<file path="src/rtl/rc5_pkg.sv">
// shared types, constants and operation codes of the rc5 cipher block
package rc5_pkg;

  localparam int WORD_W        = 16;
  localparam int ROUNDS_DEF    = 12;
  localparam int KEY_BYTES_DEF = 16;
  localparam int TABLE_DEF     = 2 * (ROUNDS_DEF + 1);
  localparam int CFG_IDX_W     = 8;
  localparam int CFG_DATA_W    = 64;

  typedef logic [WORD_W-1:0]     word_t;
  typedef logic [CFG_IDX_W-1:0]  cfg_idx_t;
  typedef logic [CFG_DATA_W-1:0] cfg_data_t;
  typedef logic [2:0]            op_t;

  // magic constants of the 16-bit key schedule
  localparam word_t P16 = 16'hb7e1;
  localparam word_t Q16 = 16'h9e37;

  // register indexes
  localparam cfg_idx_t REG_KEY_LOW  = 8'd0;
  localparam cfg_idx_t REG_KEY_HIGH = 8'd1;

  // shared unit operations
  localparam op_t OP_ADD  = 3'd0;  // x + k
  localparam op_t OP_SUB  = 3'd1;  // x - k
  localparam op_t OP_ENC  = 3'd2;  // rotl(x ^ y, y) + k
  localparam op_t OP_DEC  = 3'd3;  // rotr(x - k, y) ^ y
  localparam op_t OP_MIXA = 3'd4;  // rotl(k + x + y, 3)
  localparam op_t OP_MIXB = 3'd5;  // rotl(k + x + y, x + y)

  typedef struct packed {
    op_t   op;
    word_t x;
    word_t y;
    word_t k;
  } alu_req_t;

endpackage

</file>
<file path="src/rtl/rc5_in_if.sv">
// input item channel: operation select and two block words
interface rc5_in_if;
  logic          valid;
  logic          ready;
  logic          func;
  rc5_pkg::word_t word_a;
  rc5_pkg::word_t word_b;

  modport source (output valid, output func, output word_a, output word_b, input ready);
  modport sink   (input valid, input func, input word_a, input word_b, output ready);
endinterface

</file>
<file path="src/rtl/rc5_out_if.sv">
// result item channel: two result words
interface rc5_out_if;
  logic          valid;
  logic          ready;
  rc5_pkg::word_t out_a;
  rc5_pkg::word_t out_b;

  modport source (output valid, output out_a, output out_b, input ready);
  modport sink   (input valid, input out_a, input out_b, output ready);
endinterface

</file>
<file path="src/rtl/rc5_cfg_if.sv">
// configuration write channel: register index and write data
interface rc5_cfg_if;
  logic               valid;
  logic               ready;
  rc5_pkg::cfg_idx_t  addr;
  rc5_pkg::cfg_data_t data;

  modport source (output valid, output addr, output data, input ready);
  modport sink   (input valid, input addr, input data, output ready);
endinterface

</file>
<file path="src/rtl/rc5_ram.sv">
// generic single-write, single-read ram with registered read data
module rc5_ram #(
  parameter int WIDTH = rc5_pkg::WORD_W,
  parameter int DEPTH = rc5_pkg::TABLE_DEF,
  localparam int AW   = (DEPTH > 1) ? $clog2(DEPTH) : 1
) (
  input  logic             clk,
  input  logic             we,
  input  logic [AW-1:0]    waddr,
  input  logic [WIDTH-1:0] wdata,
  input  logic [AW-1:0]    raddr,
  output logic [WIDTH-1:0] rdata
);

  logic [WIDTH-1:0] mem_r [DEPTH];
  logic [WIDTH-1:0] rdata_r;

  always_ff @(posedge clk) begin
    if (we) begin
      mem_r[waddr] <= wdata;
    end
    rdata_r <= mem_r[raddr];
  end

  assign rdata = rdata_r;

endmodule

</file>
<file path="src/rtl/rc5_alu.sv">
// shared 16-bit unit: add/sub, data-dependent rotate, final add or xor
module rc5_alu (
  input  rc5_pkg::alu_req_t req,
  output rc5_pkg::word_t    res
);

  rc5_pkg::word_t          sum_xy;
  rc5_pkg::word_t          pre;
  logic [3:0]              amt;
  logic [2*rc5_pkg::WORD_W-1:0] dbl;
  rc5_pkg::word_t          rot;

  always_comb begin
    sum_xy = req.x + req.y;
    pre    = req.x;
    amt    = 4'd0;
    unique case (req.op)
      rc5_pkg::OP_ADD: begin
        pre = req.x + req.k;
      end
      rc5_pkg::OP_SUB: begin
        pre = req.x - req.k;
      end
      rc5_pkg::OP_ENC: begin
        pre = req.x ^ req.y;
        amt = req.y[3:0];
      end
      rc5_pkg::OP_DEC: begin
        // right rotate as a left rotate by the complement amount
        pre = req.x - req.k;
        amt = 4'd0 - req.y[3:0];
      end
      rc5_pkg::OP_MIXA: begin
        pre = req.k + sum_xy;
        amt = 4'd3;
      end
      rc5_pkg::OP_MIXB: begin
        pre = req.k + sum_xy;
        amt = sum_xy[3:0];
      end
      default: begin
        pre = req.x;
        amt = 4'd0;
      end
    endcase

    dbl = {pre, pre} << amt;
    rot = dbl[2*rc5_pkg::WORD_W-1:rc5_pkg::WORD_W];

    if (req.op == rc5_pkg::OP_ENC) begin
      res = rot + req.k;
    end else if (req.op == rc5_pkg::OP_DEC) begin
      res = rot ^ req.y;
    end else begin
      res = rot;
    end
  end

endmodule

</file>
<file path="src/rtl/rc5_16bit_block_cipher.sv">
// top level of the rc5 cipher block: key schedule and round sequencer
//
// RC5 with 16-bit words, ROUNDS rounds and a KEY_BYTES-byte key. One item
// encrypts (func 0) or decrypts (func 1) a block of two 16-bit words and
// gives one result item. The read of the first round key is issued at the
// accept edge, then one half-round per cycle runs through the shared 16-bit
// unit, bounded by the single read port of the round-key ram, and the
// result register is loaded once it is free or its result is taken. The next
// item is taken only once the block is back in idle, so items do not overlap,
// while an earlier result may still wait in the output register. After reset
// and after every key register write the round-key table is rebuilt before
// the next item is taken: the sequencer leaves idle, fills 2*(ROUNDS+1)
// table words from P and Q, then runs 3*max(2*(ROUNDS+1), key words) mixing
// steps, each a table-word step then a key-word step. Key writes are always
// taken; a key change during the rebuild runs it once more when it ends.
module rc5_16bit_block_cipher #(
  parameter int ROUNDS    = rc5_pkg::ROUNDS_DEF,
  parameter int KEY_BYTES = rc5_pkg::KEY_BYTES_DEF
) (
  input  logic         clk,
  input  logic         rst_n,
  rc5_in_if.sink       in_if,
  rc5_out_if.source    out_if,
  rc5_cfg_if.sink      cfg_if
);

  // table and schedule geometry
  localparam int TABLE_WORDS = 2 * (ROUNDS + 1);
  localparam int KEY_WORDS   = (KEY_BYTES + 1) / 2;
  localparam int MIX_STEPS   = 3 * ((TABLE_WORDS > KEY_WORDS) ? TABLE_WORDS : KEY_WORDS);
  localparam int IDX_W       = $clog2(TABLE_WORDS);
  localparam int KW_W        = (KEY_WORDS > 1) ? $clog2(KEY_WORDS) : 1;
  localparam int STEP_W      = $clog2(MIX_STEPS);

  localparam logic [IDX_W-1:0]  IDX_LAST  = IDX_W'(TABLE_WORDS - 1);
  localparam logic [KW_W-1:0]   KW_LAST   = KW_W'(KEY_WORDS - 1);
  localparam logic [STEP_W-1:0] STEP_LAST = STEP_W'(MIX_STEPS - 1);

  // sequencer states
  localparam logic [2:0] ST_IDLE = 3'd0;
  localparam logic [2:0] ST_FILL = 3'd1;  // table init from P and Q
  localparam logic [2:0] ST_MIXA = 3'd2;  // mixing step, table word
  localparam logic [2:0] ST_MIXB = 3'd3;  // mixing step, key word
  localparam logic [2:0] ST_RUN  = 3'd4;  // one half-round per cycle
  localparam logic [2:0] ST_DONE = 3'd5;  // hand result to output register

  // control state
  logic [2:0]        state_r, state_nxt;
  logic              pending_r, pending_nxt;
  logic [IDX_W-1:0]  idx_r, idx_nxt;
  logic [KW_W-1:0]   kw_idx_r, kw_idx_nxt;
  logic [STEP_W-1:0] step_r, step_nxt;
  logic              out_valid_r, out_valid_nxt;

  // payload state
  rc5_pkg::cfg_data_t key_low_r, key_high_r;
  rc5_pkg::word_t     fill_r, fill_nxt;
  rc5_pkg::word_t     a_r, a_nxt;
  rc5_pkg::word_t     b_r, b_nxt;
  logic               func_r, func_nxt;
  rc5_pkg::word_t     out_a_r, out_a_nxt;
  rc5_pkg::word_t     out_b_r, out_b_nxt;
  rc5_pkg::word_t     kw_r [KEY_WORDS];

  // key words as loaded at the start of mixing
  logic [2*rc5_pkg::CFG_DATA_W-1:0] key_bytes;
  rc5_pkg::word_t                   key_words [KEY_WORDS];

  // shared unit and table ram
  rc5_pkg::alu_req_t alu_req;
  rc5_pkg::word_t    alu_res;
  logic              ram_we;
  rc5_pkg::word_t    ram_wdata;
  rc5_pkg::word_t    ram_rdata;
  logic              key_load;
  logic              kw_we;
  logic              upd_b;
  logic              low_idx;
  logic              cfg_key_wr;

  assign in_if.ready  = (state_r == ST_IDLE) && !pending_r;
  assign cfg_if.ready = 1'b1;
  assign out_if.valid = out_valid_r;
  assign out_if.out_a = out_a_r;
  assign out_if.out_b = out_b_r;

  assign cfg_key_wr = cfg_if.valid && cfg_if.ready &&
                      ((cfg_if.addr == rc5_pkg::REG_KEY_LOW) ||
                       (cfg_if.addr == rc5_pkg::REG_KEY_HIGH));

  // little-endian key words; a missing odd byte reads as zero
  assign key_bytes = {key_high_r, key_low_r};
  always_comb begin
    for (int m = 0; m < KEY_WORDS; m++) begin
      key_words[m][7:0]  = key_bytes[16*m +: 8];
      key_words[m][15:8] = (2 * m + 1 < KEY_BYTES) ? key_bytes[16*m+8 +: 8] : 8'h00;
    end
  end

  // odd table index updates b, even updates a
  assign upd_b   = idx_r[0];
  assign low_idx = (idx_r[IDX_W-1:1] == '0);

  always_comb begin
    state_nxt     = state_r;
    pending_nxt   = pending_r;
    idx_nxt       = idx_r;
    kw_idx_nxt    = kw_idx_r;
    step_nxt      = step_r;
    out_valid_nxt = out_valid_r;
    fill_nxt      = fill_r;
    a_nxt         = a_r;
    b_nxt         = b_r;
    func_nxt      = func_r;
    out_a_nxt     = out_a_r;
    out_b_nxt     = out_b_r;
    key_load      = 1'b0;
    kw_we         = 1'b0;
    ram_we        = 1'b0;
    ram_wdata     = alu_res;
    alu_req.op    = rc5_pkg::OP_ADD;
    alu_req.x     = upd_b ? b_r : a_r;
    alu_req.y     = upd_b ? a_r : b_r;
    alu_req.k     = ram_rdata;

    if (out_valid_r && out_if.ready) begin
      out_valid_nxt = 1'b0;
    end

    unique case (state_r)
      ST_IDLE: begin
        if (pending_r) begin
          // rebuild the round-key table before any item
          state_nxt   = ST_FILL;
          pending_nxt = 1'b0;
          idx_nxt     = '0;
          fill_nxt    = rc5_pkg::P16;
        end else if (in_if.valid) begin
          state_nxt = ST_RUN;
          func_nxt  = in_if.func;
          a_nxt     = in_if.word_a;
          b_nxt     = in_if.word_b;
          idx_nxt   = in_if.func ? IDX_LAST : '0;
        end
      end
      ST_FILL: begin
        ram_we     = 1'b1;
        ram_wdata  = fill_r;
        alu_req.op = rc5_pkg::OP_ADD;
        alu_req.x  = fill_r;
        alu_req.y  = '0;
        alu_req.k  = rc5_pkg::Q16;
        fill_nxt   = alu_res;
        if (idx_r == IDX_LAST) begin
          state_nxt  = ST_MIXA;
          idx_nxt    = '0;
          kw_idx_nxt = '0;
          step_nxt   = '0;
          a_nxt      = '0;
          b_nxt      = '0;
          key_load   = 1'b1;
        end else begin
          idx_nxt = idx_r + 1'b1;
        end
      end
      ST_MIXA: begin
        // table word read last cycle is mixed and written back
        alu_req.op = rc5_pkg::OP_MIXA;
        alu_req.x  = a_r;
        alu_req.y  = b_r;
        alu_req.k  = ram_rdata;
        ram_we     = 1'b1;
        ram_wdata  = alu_res;
        a_nxt      = alu_res;
        state_nxt  = ST_MIXB;
      end
      ST_MIXB: begin
        alu_req.op = rc5_pkg::OP_MIXB;
        alu_req.x  = a_r;
        alu_req.y  = b_r;
        alu_req.k  = kw_r[kw_idx_r];
        kw_we      = 1'b1;
        b_nxt      = alu_res;
        idx_nxt    = (idx_r == IDX_LAST) ? '0 : idx_r + 1'b1;
        kw_idx_nxt = (kw_idx_r == KW_LAST) ? '0 : kw_idx_r + 1'b1;
        if (step_r == STEP_LAST) begin
          state_nxt = ST_IDLE;
        end else begin
          step_nxt  = step_r + 1'b1;
          state_nxt = ST_MIXA;
        end
      end
      ST_RUN: begin
        // whitening on the two lowest table words, full half-round elsewhere
        if (func_r) begin
          alu_req.op = low_idx ? rc5_pkg::OP_SUB : rc5_pkg::OP_DEC;
        end else begin
          alu_req.op = low_idx ? rc5_pkg::OP_ADD : rc5_pkg::OP_ENC;
        end
        if (upd_b) begin
          b_nxt = alu_res;
        end else begin
          a_nxt = alu_res;
        end
        if (idx_r == (func_r ? '0 : IDX_LAST)) begin
          state_nxt = ST_DONE;
        end else begin
          idx_nxt = func_r ? idx_r - 1'b1 : idx_r + 1'b1;
        end
      end
      ST_DONE: begin
        if (!out_valid_r || out_if.ready) begin
          out_valid_nxt = 1'b1;
          out_a_nxt     = a_r;
          out_b_nxt     = b_r;
          state_nxt     = ST_IDLE;
        end
      end
      default: begin
        state_nxt = ST_IDLE;
      end
    endcase

    // a key change always forces a fresh expansion
    if (cfg_key_wr) begin
      pending_nxt = 1'b1;
    end
  end

  always_ff @(posedge clk) begin
    if (!rst_n) begin
      state_r     <= ST_IDLE;
      pending_r   <= 1'b1;
      idx_r       <= '0;
      kw_idx_r    <= '0;
      step_r      <= '0;
      out_valid_r <= 1'b0;
      key_low_r   <= '0;
      key_high_r  <= '0;
    end else begin
      state_r     <= state_nxt;
      pending_r   <= pending_nxt;
      idx_r       <= idx_nxt;
      kw_idx_r    <= kw_idx_nxt;
      step_r      <= step_nxt;
      out_valid_r <= out_valid_nxt;
      if (cfg_if.valid && cfg_if.ready) begin
        if (cfg_if.addr == rc5_pkg::REG_KEY_LOW) begin
          key_low_r <= cfg_if.data;
        end else if (cfg_if.addr == rc5_pkg::REG_KEY_HIGH) begin
          key_high_r <= cfg_if.data;
        end
      end
    end
  end

  always_ff @(posedge clk) begin
    fill_r  <= fill_nxt;
    a_r     <= a_nxt;
    b_r     <= b_nxt;
    func_r  <= func_nxt;
    out_a_r <= out_a_nxt;
    out_b_r <= out_b_nxt;
    if (key_load) begin
      for (int m = 0; m < KEY_WORDS; m++) begin
        kw_r[m] <= key_words[m];
      end
    end else if (kw_we) begin
      kw_r[kw_idx_r] <= alu_res;
    end
  end

  rc5_alu u_alu (
    .req (alu_req),
    .res (alu_res)
  );

  // read address is taken from the next-state index so the registered data is ready when used
  rc5_ram #(
    .WIDTH (rc5_pkg::WORD_W),
    .DEPTH (TABLE_WORDS)
  ) u_round_keys (
    .clk   (clk),
    .we    (ram_we),
    .waddr (idx_r),
    .wdata (ram_wdata),
    .raddr (idx_nxt),
    .rdata (ram_rdata)
  );

  // a result only appears after the last half-round of an item
  a_out_from_done: assert property (@(posedge clk) disable iff (!rst_n)
    $rose(out_valid_r) |-> $past(state_r) == ST_DONE)
    else $error("result raised outside the done state");

  // every table-word mix is followed by its key-word mix
  a_mix_pairs: assert property (@(posedge clk) disable iff (!rst_n)
    state_r == ST_MIXA |=> state_r == ST_MIXB)
    else $error("mixing step split");

  // the round index never leaves the table
  a_run_idx: assert property (@(posedge clk) disable iff (!rst_n)
    (state_r == ST_RUN || state_r == ST_FILL || state_r == ST_MIXA) |-> idx_r <= IDX_LAST)
    else $error("table index out of range");

  // the last mixing step returns to idle
  a_mix_end: assert property (@(posedge clk) disable iff (!rst_n)
    (state_r == ST_MIXB && step_r == STEP_LAST) |=> state_r == ST_IDLE)
    else $error("key schedule ran past its last step");

endmodule

</file>
<file path="src/flat_wrapper.sv">
// flat-port wrapper written by rule: the top's interface ports become plain ports
module rc5_16bit_block_cipher_flat 
#(
  parameter int ROUNDS    = rc5_pkg::ROUNDS_DEF,
  parameter int KEY_BYTES = rc5_pkg::KEY_BYTES_DEF
)
  (clk, rst_n, in_if_valid, in_if_func, in_if_word_a, in_if_word_b, in_if_ready, out_if_valid, out_if_out_a, out_if_out_b, out_if_ready, cfg_if_valid, cfg_if_addr, cfg_if_data, cfg_if_ready);
  rc5_in_if in_if_i ();
  rc5_out_if out_if_i ();
  rc5_cfg_if cfg_if_i ();
  input  logic clk;
  input  logic rst_n;
  input wire logic [$bits(in_if_i.valid)-1:0] in_if_valid;
  input wire logic [$bits(in_if_i.func)-1:0] in_if_func;
  input wire logic [$bits(in_if_i.word_a)-1:0] in_if_word_a;
  input wire logic [$bits(in_if_i.word_b)-1:0] in_if_word_b;
  output wire logic [$bits(in_if_i.ready)-1:0] in_if_ready;
  output wire logic [$bits(out_if_i.valid)-1:0] out_if_valid;
  output wire logic [$bits(out_if_i.out_a)-1:0] out_if_out_a;
  output wire logic [$bits(out_if_i.out_b)-1:0] out_if_out_b;
  input wire logic [$bits(out_if_i.ready)-1:0] out_if_ready;
  input wire logic [$bits(cfg_if_i.valid)-1:0] cfg_if_valid;
  input wire logic [$bits(cfg_if_i.addr)-1:0] cfg_if_addr;
  input wire logic [$bits(cfg_if_i.data)-1:0] cfg_if_data;
  output wire logic [$bits(cfg_if_i.ready)-1:0] cfg_if_ready;
  assign in_if_i.valid = in_if_valid;
  assign in_if_i.func = in_if_func;
  assign in_if_i.word_a = in_if_word_a;
  assign in_if_i.word_b = in_if_word_b;
  assign in_if_ready = in_if_i.ready;
  assign out_if_valid = out_if_i.valid;
  assign out_if_out_a = out_if_i.out_a;
  assign out_if_out_b = out_if_i.out_b;
  assign out_if_i.ready = out_if_ready;
  assign cfg_if_i.valid = cfg_if_valid;
  assign cfg_if_i.addr = cfg_if_addr;
  assign cfg_if_i.data = cfg_if_data;
  assign cfg_if_ready = cfg_if_i.ready;
  rc5_16bit_block_cipher #(.ROUNDS(ROUNDS), .KEY_BYTES(KEY_BYTES)) u_core (.clk(clk), .rst_n(rst_n), .in_if(in_if_i), .out_if(out_if_i), .cfg_if(cfg_if_i));
endmodule
</file>
<file path="config.mk">
export PLATFORM = sky130hd
export DESIGN_NAME = rc5_16bit_block_cipher_flat
export DESIGN_NICKNAME = d
export VERILOG_FILES = /design/src/rtl/rc5_pkg.sv /design/src/rtl/rc5_in_if.sv /design/src/rtl/rc5_out_if.sv /design/src/rtl/rc5_cfg_if.sv /design/src/rtl/rc5_ram.sv /design/src/rtl/rc5_alu.sv /design/src/rtl/rc5_16bit_block_cipher.sv /design/src/flat_wrapper.sv
export SDC_FILE = /design/constraint.sdc
export NUM_CORES = 2
export LEC_CHECK = 0
export BUFFER_PORTS_ARGS = -buffer_cell sky130_fd_sc_hd__buf_2
export CAP_MARGIN = 10
export CORE_ASPECT_RATIO = 1.1
export CORE_UTILIZATION = 55
export DETAILED_ROUTE_END_ITERATION = 7
export PLACE_DENSITY = 0.72
export SLEW_MARGIN = 20
export SYNTH_ARGS = -nofsm -noshare
export SYNTH_HDL_FRONTEND = slang
export SYNTH_SLANG_ARGS = --single-unit
</file>
<file path="constraint.sdc">
create_clock -name clk -period 18.05 [get_ports clk]
set_input_delay 2.7075 -clock clk [delete_from_list [all_inputs] [get_ports clk]]
set_output_delay 2.7075 -clock clk [all_outputs]
set_load 0.005 [all_outputs]
</file>
==> impl_metrics.prom <==
# TYPE chip_impl_metric gauge
chip_impl_metric{name="hold_viol",unit=""} 0
chip_impl_metric{name="die_width",unit="µm"} 254.9
chip_impl_info{name="synthFlopType",value="edfxtp_1"} 1
chip_impl_metric{name="route.antenna.remaining_nets",unit=""} 0
chip_impl_metric{name="max_stage_delay",unit="ns"} 0.89
chip_impl_metric{name="antenna_violations_before_repair",unit=""} 3
chip_impl_info{name="crit_path_category",value="flop to flop"} 1
chip_impl_metric{name="fin_skew",unit="ns"} 0.03404
chip_impl_metric{name="fp.coreArea",unit="µm²"} 69250
chip_impl_metric{name="post_synth_net_total",unit=""} 3848
chip_impl_metric{name="setup_tns",unit="ns"} 0
chip_impl_metric{name="syn_inst",unit=""} 3664
chip_impl_metric{name="grt_max_degree",unit=""} 91
chip_impl_metric{name="final_min_period_over_clock_period",unit="%"} 64.29
chip_impl_metric{name="cts-root-to-sink-buffers",unit=""} 3
chip_impl_metric{name="slew_viol_final",unit=""} 0
chip_impl_metric{name="postSynth.asyncResetShare",unit="%"} 0
chip_impl_info{name="cpMaxStageDelayCell",value="dfxtp_2"} 1
chip_impl_metric{name="syn_to_final_growth",unit="%"} 11.55
chip_impl_metric{name="wirelength",unit="mm"} 119.1
chip_impl_metric{name="vias_per_cell",unit=""} 6.305
chip_impl_metric{name="synth-edff-count",unit=""} 625
chip_impl_metric{name="final_layout_size_suffix_gt1_share",unit="%"} 13.73
chip_impl_info{name="timing.critical_path.from_type",value="flop"} 1
chip_impl_metric{name="sequential_fraction_of_the_synthesis_area",unit="%"} 57.14
chip_impl_info{name="outcome",value="finished, violations left"} 1
chip_impl_metric{name="cts_resizes",unit=""} 0
chip_impl_metric{name="detail_route.iter0.violations",unit=""} 3363
chip_impl_metric{name="worst_slew_pin_slew",unit="ns"} 1.201
chip_impl_metric{name="grt_first_pass_wirelength",unit="mm"} 174.9
chip_impl_metric{name="initial_core_util",unit="%"} 55.88
chip_impl_metric{name="yosysUniqueCellTypes",unit=""} 105
chip_impl_info{name="hold_path_class",value="flop to flop"} 1
chip_impl_metric{name="globalRouteTotalUtil",unit="%"} 33.21
chip_impl_info{name="tritoncts",value="done"} 1
chip_impl_metric{name="num_rows",unit=""} 101
chip_impl_info{name="critical-path-top-cell-by-count",value="a21oi_1"} 1
chip_impl_metric{name="num_vias",unit=""} 29856
chip_impl_info{name="critical_path.endpoint_type",value="flop"} 1
chip_impl_metric{name="ctsHoldBuffers",unit=""} 0
chip_impl_metric{name="die_area",unit="µm²"} 71420
chip_impl_metric{name="fmax",unit="MHz"} 86.17
chip_impl_metric{name="mappedNetlistArea",unit="µm²"} 38700
chip_impl_metric{name="nets",unit=""} 3929
chip_impl_metric{name="crit_path_max_fanout",unit=""} 45
chip_impl_metric{name="syn_avg_cell_area",unit="µm²"} 10.56
chip_impl_info{name="layout.cells.most_common_list",value="nand2_1 (928), edfxtp_1 (625), nor2_1 (188), dfxtp_1 (165), o21ai_0 (161)"} 1
chip_impl_metric{name="dp_hpwl",unit="mm"} 78.88
chip_impl_metric{name="port_buffers",unit=""} 143
chip_impl_metric{name="remaining_drc_errors",unit=""} 1
chip_impl_metric{name="worst_r2r_path_depth",unit=""} 40
chip_impl_metric{name="number_of_setup_violations_in_the_final_report",unit=""} 0
chip_impl_metric{name="antenna_cells_inserted",unit=""} 0
chip_impl_metric{name="num_io_pins",unit=""} 145
chip_impl_metric{name="number_of_max_cap_violations",unit=""} 0
chip_impl_metric{name="period_needed",unit="ns"} 11.60
chip_impl_metric{name="clock-sinks",unit=""} 792
chip_impl_info{name="violations",value="design-rule violations"} 1
chip_impl_metric{name="required",unit="ns"} 18.32
chip_impl_metric{name="h-tree-depth",unit=""} 3
chip_impl_metric{name="place_congestion",unit=""} 1.013
chip_impl_metric{name="global_route.overflow_total",unit=""} 0
chip_impl_info{name="rsz_0062_raised_after_global_routing",value="false"} 1
chip_impl_metric{name="cts_inserted_buffers",unit=""} 79
chip_impl_metric{name="post_drt_wl_per_cell",unit="µm"} 25.16
chip_impl_metric{name="timing.max_slew.rel_slack",unit="%"} 19.30
chip_impl_metric{name="yosys_register_bits",unit=""} 792
chip_impl_metric{name="hold_path_depth",unit=""} 2
chip_impl_info{name="clock-root-buffer",value="clkbuf_16"} 1
chip_impl_metric{name="floorplan.die.height",unit="µm"} 280.2
chip_impl_metric{name="clock_insertion_delay_worst_skew",unit="ns"} 0.66
chip_impl_metric{name="number_of_global_route_vias_before_repair",unit=""} 27938
chip_impl_metric{name="post_cts.repair.setup_buffers",unit=""} 0
chip_impl_metric{name="synth.yosys.warnings",unit=""} 0
chip_impl_metric{name="arrival",unit="ns"} 11.88
chip_impl_metric{name="clk_pin_slew",unit="ns"} 0.06
chip_impl_info{name="layout_commonest_cell",value="nand2_1"} 1
chip_impl_metric{name="first_pass_iters",unit=""} 8
[critical path, delay by kind of cell (launching register included)]
| kind | cells | cell delay, ns |
|---|---|---|
| adders and majority gates | 3 | 1.29 |
| muxes | 1 | 0.25 |
| buffers and inverters | 1 | 0.28 |
| AOI/OAI and AO/OA | 28 | 6.79 |
| DFF | 1 | 0.89 |
| and+or+nand+nor | 5 | 1.42 |
| xor gates and xnor gates | 2 | 0.30 |
[logic make-up after synthesis]
kind of cell	Yosys count	share of synthesized area [%]
simple gates	1455	16.02
compound gates	847	15.47
flops	792	57.14
buf+inv	309	3.162
mux	111	4.038
xor+xnor	75	1.717
fa+ha+maj	74	2.451
other cells	1	0.009691
[cells in the mapped netlist, types with 33 or more instances]
library cell  number  area share [%]
a21oi_1          127             1.6
inv_1             68            0.66
a31oi_1           47            0.76
o21ai_0          166             2.1
a311oi_1          81             1.8
xnor2_1           42            0.95
edfxtp_1         625              48
mux2i_1           49             1.3
ha_1              71             2.3
a211oi_1          33            0.64
nand2_1          932             9.0
clkbuf_1         195             1.9
dfxtp_1          167             8.6
a21o_1            40            0.78
nand3_1          126             1.6
nor3_1            34            0.44
nor2_1           191             1.9
mux4_2            33             1.9
and3_1            51            0.82
a21boi_0         133             2.6
[through the flow]
step / instances / cell area [µm²] / setup slack [ns] / utilization (%) / hold slack, ns
2_1_floorplan: 3664 / 38700 / 8.082 / - / 0.4400
3_3_place_gp: 4591 / 40520 / 6.586 / 58.52 / 0.4501
3_5_place_dp: 4591 / 40520 / 6.319 / 58.52 / 0.4583
4_1_cts: 4735 / 43140 / 6.312 / 62.30 / 0.4679
5_1_grt: 4735 / 43170 / 5.769 / 62.33 / 0.4864
6_report: 4735 / 43170 / 6.445 / 62.33 / 0.4653
[layout make-up]
| type | count | area [µm²] |
|---|---|---|
| clock buffers | 102 | 2187 |
| clock inverters | 42 | 432.9 |
| fillers | 5658 | 26090 |
| inverters | 68 | 255.2 |
| multi-input cells | 2563 | 15560 |
| flip-flops and latches | 792 | 22110 |
| well taps | 927 | 1160 |
| repair buffers | 241 | 1454 |
[sequential cells by signal, summed over array words and instances (netlist names), 3 cells and up, named ones only]
| register | cells |
|---|---|
| u_core.step_r | 7 |
| u_core.u_round_keys.mem_r | 416 |
| u_core.u_round_keys.rdata | 16 |
| u_core.fill_r | 16 |
| u_core.key_high_r | 64 |
| u_core.a_r | 16 |
| u_core.b_r | 16 |
| u_core.out_if.out_b | 16 |
| u_core.key_low_r | 64 |
| u_core.out_if.out_a | 16 |
| u_core.kw_idx_r | 3 |
| u_core.state_r | 3 |
| u_core.kw_r | 128 |
| u_core.idx_r | 5 |
[worst paths after layout]
kind	slack (ns)	end	startpoint
worst max-delay path	6.45	u_core.u_round_keys.mem_r[22][14]	u_core.state_r[1]
worst min-delay path	0.47	u_core.key_low_r[59]	u_core.key_low_r[59]
worst max register to register	6.45	u_core.u_round_keys.mem_r[22][14]	u_core.state_r[1]
worst min register to register	0.47	u_core.key_low_r[59]	u_core.key_low_r[59]
[layer usage]
layer / part of all wire, % / routed length, µm / vias to the layer above / global-route usage (%)
met2: 46 / 54620 / 1501 / 51.71
met1: 40 / 48050 / 14575 / 45.63
li1: - / - / 13474 / -
met3: 8.9 / 10660 / 302 / 5.177
met4: 4.8 / 5749 / 4 / 15.61
met5: 0.021 / 25 / - / 0
Power is not shown: default switching activity piles up to over one toggle a cycle in this logic, so the estimate is an artifact.
